**src/rtl/hpc_pkg.sv**
```systemverilog
// Shared types, constants and face tables for the hexahedron containment block.
`timescale 1ns / 1ps
`default_nettype none

package hpc_pkg;

  localparam int COORD_BITS_DEF = 24;   // default coordinate width
  localparam int IN_COORD_W     = 24;   // port width of a coordinate
  localparam int TOL_W          = 23;   // tolerance register width
  localparam int QUEUE_DEPTH    = 2;    // beats held between front and back
  localparam int NUM_CORNERS    = 8;
  localparam int NUM_FACES      = 6;

  localparam logic       CMD_LOAD       = 1'b0;
  localparam logic       CMD_QUERY      = 1'b1;
  localparam logic [2:0] REBUILD_CORNER = 3'd7;
  localparam logic [2:0] LAST_CORNER    = 3'd7;
  localparam logic [2:0] LAST_FACE      = 3'd5;
  localparam logic [2:0] FACE_NONE      = 3'd6;

  // Classified command that travels through the queue with the coordinates.
  typedef struct packed {
    logic       is_query;
    logic       rebuild;
    logic [2:0] vertex_index;
  } cmd_t;

  typedef struct packed {
    logic       is_query_answer;
    logic       is_inside;
    logic [2:0] failing_face;
  } result_t;

  // Corner k (a, b, c, d) of face f.
  function automatic logic [2:0] face_corner(input logic [2:0] f, input logic [1:0] k);
    logic [11:0] row;
    unique case (f)
      3'd0:    row = {3'd3, 3'd2, 3'd1, 3'd0};
      3'd1:    row = {3'd7, 3'd6, 3'd5, 3'd4};
      3'd2:    row = {3'd4, 3'd7, 3'd3, 3'd0};
      3'd3:    row = {3'd5, 3'd6, 3'd2, 3'd1};
      3'd4:    row = {3'd6, 3'd7, 3'd3, 3'd2};
      3'd5:    row = {3'd5, 3'd4, 3'd0, 3'd1};
      default: row = '0;
    endcase
    return row[k*3 +: 3];
  endfunction

  // Corner on the plane of face f used by the query.
  function automatic logic [2:0] ref_corner(input logic [2:0] f);
    logic [2:0] r;
    unique case (f)
      3'd0:    r = 3'd0;
      3'd1:    r = 3'd4;
      3'd2:    r = 3'd0;
      3'd3:    r = 3'd1;
      3'd4:    r = 3'd2;
      3'd5:    r = 3'd1;
      default: r = 3'd0;
    endcase
    return r;
  endfunction

endpackage

`default_nettype wire

```
**src/rtl/hpc_queue.sv**
```systemverilog
// Small FIFO that decouples the front from the back.
`timescale 1ns / 1ps
`default_nettype none

module hpc_queue #(
  parameter int WIDTH = 8,
  parameter int DEPTH = hpc_pkg::QUEUE_DEPTH   // power of two
) (
  input  logic             clk,
  input  logic             rst_n,
  input  logic             wr_en,
  input  logic [WIDTH-1:0] wr_data,
  input  logic             rd_en,
  output logic [WIDTH-1:0] rd_data,
  output logic             full,
  output logic             empty
);

  localparam int AW = (DEPTH > 1) ? $clog2(DEPTH) : 1;
  localparam int CW = $clog2(DEPTH + 1);

  logic [WIDTH-1:0] mem [DEPTH];
  logic [AW-1:0]    wr_ptr_r;
  logic [AW-1:0]    rd_ptr_r;
  logic [CW-1:0]    count_r;
  logic             do_wr;
  logic             do_rd;

  assign full    = (count_r == CW'(DEPTH));
  assign empty   = (count_r == '0);
  assign do_wr   = wr_en && !full;
  assign do_rd   = rd_en && !empty;
  assign rd_data = mem[rd_ptr_r];

  always_ff @(posedge clk) begin
    if (!rst_n) begin
      wr_ptr_r <= '0;
      rd_ptr_r <= '0;
      count_r  <= '0;
    end else begin
      if (do_wr) begin
        mem[wr_ptr_r] <= wr_data;
        wr_ptr_r      <= AW'(wr_ptr_r + 1'b1);
      end
      if (do_rd) begin
        rd_ptr_r <= AW'(rd_ptr_r + 1'b1);
      end
      if (do_wr && !do_rd) begin
        count_r <= CW'(count_r + 1'b1);
      end else if (do_rd && !do_wr) begin
        count_r <= CW'(count_r - 1'b1);
      end
    end
  end

endmodule

`default_nettype wire

```
**config.mk**
```make
export PLATFORM = sky130hd
export DESIGN_NAME = hpc_queue
export DESIGN_NICKNAME = d
export VERILOG_FILES = /design/src/rtl/hpc_pkg.sv /design/src/rtl/hpc_queue.sv
export SDC_FILE = /design/constraint.sdc
export NUM_CORES = 1
export LEC_CHECK = 0
export ABC_AREA = 1
export BUFFER_PORTS_ARGS = -buffer_cell sky130_fd_sc_hd__buf_2
export CAP_MARGIN = 5
export CORE_MARGIN = 10
export CORE_UTILIZATION = 45
export DETAILED_ROUTE_END_ITERATION = 8
export GPL_TIMING_DRIVEN = 0
export PLACE_DENSITY_LB_ADDON = 0.05
export SLEW_MARGIN = 20
export SYNTH_ARGS = -nofsm -noshare
export SYNTH_HDL_FRONTEND = slang
export SYNTH_SLANG_ARGS = --single-unit
```
**constraint.sdc**
```tcl
create_clock -name clk -period 1.6 [get_ports clk]
set_clock_uncertainty 0.05 [all_clocks]
set_input_delay 0.24 -clock clk [delete_from_list [all_inputs] [get_ports clk]]
set_output_delay 0.24 -clock clk [all_outputs]
set_load 0.01 [all_outputs]
```
==> out/metrics.cfg <==
[outcome]
status = finished, final reports clean

[sta]
worstMarginPinSlew_ns = 0.423
rsz0062_at_grt = false
max_clock_freq_mhz = 654
period_needed_ns = 1.53
slew_headroom = 0.717
period_share = 0.956
setup_viol = 0
slew_viol_final = 0
hold_viol_final = 0
whs_ns = 0.0699

[logic_synthesis]
synth.avg_cell_area_um2 = 13.0
synth_fp_nets = 78
synth_cells = 65
synth_flop_cell = edfxtp_1
syn_area_um2 = 847
ys_ff_latch = 21
ys_types = 19
yosys_warnings = 0
synth_top_area_frac = 0.567
synth_edf_count = 16
synth.top_cells.by_area = edfxtp_1 57%, dfxtp_1 12%, mux2_2 11%, inv_1 4.0%, nand2_1 3.1%
ys_seq_area_frac = 0.685
async_reset_ff_frac = 0
synth_top_area_cell = edfxtp_1

[layout]
syn2layout_area_growth_pct = 22.5
num_antenna_cells = 0
fin_nets = 104
drive_gt1_frac = 0.489
fin_cells = 115

[setup_path]
rr_startpoint = count_r[1]$_SDFFE_PN0P_
crit_arrival_ns = 1.24
critPathLaunchType = register
path_buf_inv = 2
worstSetupEndpointType = output pin
slowest_delay_ns = 0.34
path_class = reg2out
critical_path.top_delay_family = flip-flops
worst-path-stages = 3
required_ns = 1.31
rrSetupSlack_ns = 0.22
timing.rr.end = count_r[1]$_SDFFE_PN0P_
crit_fanout = 8
cp_slowest_cell = dfxtp_2
r2r_cells = 9
cp_cell_sequence = buf_6, mux2_2, buf_2

[floorplan]
initial_core_util = 0.480
core-area_um2 = 1760
core.rowCount = 15
die_w_um = 63.4
dieArea_um2 = 4020
num_io_pins = 22
die_h_um = 63.4

[global_routing]
overflow = 0
grt_usage = 0.0758
grt_max_degree = 12
grt_pass1_wl_mm = 2.31
grt_antenna_before_repair = 0
grt_pass1_vias = 566

[cts]
cts_sinks = 21
clockBufferDepth = 2
postCtsHoldBufs = 0
htree_levels = 1
cts_buffers = 3
post-cts-setup-buffers = 0
cts.reportedPaths.clkPinSlew_ns = 0.11
cts.root.buffer_cell = clkbuf_4
cts_tree = built
insertion_delay_ns = 0.30

[route]
drt-wirelength-per-cell_um = 11.7
vias_per_cell = 4.62
wl_met1_um = 532
drtIter0Drc = 5
num_vias = 531
wl_met3_um = 69
wl_met2_um = 705
ant_nets = 0
drc_errors = 0
dr.pass1.iters = 4
wirelength_mm = 1.35
highest_layer = met4

[hold_path]
hold_depth = 1
hp-class = in2reg
min_to = mem[1][3]$_DFFE_PP_
hold_start = wr_data[3]

[pwr]
p_leak_nw = 0.423
peakVddDrop_mv = 0.705
powerDensity_nw_per_um2 = 1390

[placement]
place.gp.congestion = 0.693
dp.cells = 111
dp_hpwl_mm = 1.09
port_buffers = 21

[run]
max_cap_viol_count = 0

synth_stat cells (3+ instances only):
master and number:
dfxtp_1 5, edfxtp_1 16, inv_1 9, mux2_2 8
nand2_1 7, nor2_1 5, nor2_2 3
stage by stage:
stage | instance area (µm²) | utilization | setup TNS, ns | power [W] | worst slack (ns)
3_5_place_dp | 983 | 0.557 | -3.25 | 0.00119 | -0.307
3_3_place_gp | 983 | 0.557 | -2.96 | 0.00118 | -0.297
2_1_floorplan | 847 | - | 0 | 0.00105 | 0.0374
6_report | 1040 | 0.588 | 0 | 0.00144 | 0.0704
4_1_cts | 1020 | 0.578 | 0 | 0.00144 | 0.0115
5_1_grt | 1040 | 0.588 | 0 | 0.00154 | 0.0108
final cells by class:
cell class,count,area (µm²)
fill,185,727
tap,25,31.3
timing repair buffer,21,105
clock buffer,4,26.3
buffer,1,11.3
sequential,21,583
multi-input combinational,33,243
inverter,10,37.5
worst max path at each step:
stage | start | slack, ns | to
3_3_place_gp | count_r[0]$_SDFFE_PN0P_ | -0.30 | mem[1][7]$_DFFE_PP_
2_1_floorplan | count_r[0]$_SDFFE_PN0P_ | 0.04 | mem[1][0]$_DFFE_PP_
5_1_grt | register | 0.01 | rd_data[4]
3_5_place_dp | count_r[0]$_SDFFE_PN0P_ | -0.31 | mem[1][7]$_DFFE_PP_
6_report | register | 0.07 | rd_data[3]
4_1_cts | register | 0.01 | rd_data[3]
layer usage:
layer  up-vias  track usage
li1        271            -
met2        14        0.133
met1       242       0.0660
met4         0       0.0656
met5         -            0
met3         4       0.0283
power by group:
part	switching [W]	leakage [nW]	internal (W)
logic	0.000267	0.219	0.000206
registers	0.0000468	0.189	0.000672
clock network	0.000149	0.0150	0.0000972
total	0.000462	0.423	0.000975
flip-flops by register name, summed over array words and instances, names as in the netlist, named ones only:
name and count:
wr_ptr_r 1, rd_ptr_r 1, count_r 2, mem 16
cell usage in the layout, fill, tap and decap left out:
cell type and n:
nand2_2 1, nand4_1 1, buf_2 21, a21oi_1 1
dfxtp_2 2, nor2_4 2, clkbuf_1 1, clkbuf_4 3
nand2_1 7, a21oi_2 1, nor3_4 1, edfxtp_1 16
ha_1 1, o21ai_1 1, inv_2 1, buf_6 1
mux2_2 8, o21ai_0 1, nand3_1 1, nor2_2 3
inv_1 9, nor2_1 4, dfxtp_1 3
repair_timing:
| action | 4_1_cts | 5_1_grt |
|---|---|---|
| resized for setup | 3 | 5 |
| hold endpoints to repair | 0 | 0 |
| endpoints found under the setup margin | 24 | 25 |
cells by family after synthesis:
family,synth area share
buf+inv,0.0502
simple gates,0.115
compound gates,0.0280
mux,0.106
fa+ha+maj,0.0148
flops,0.685
No activity file was read; power rests on OpenSTA's default activity.
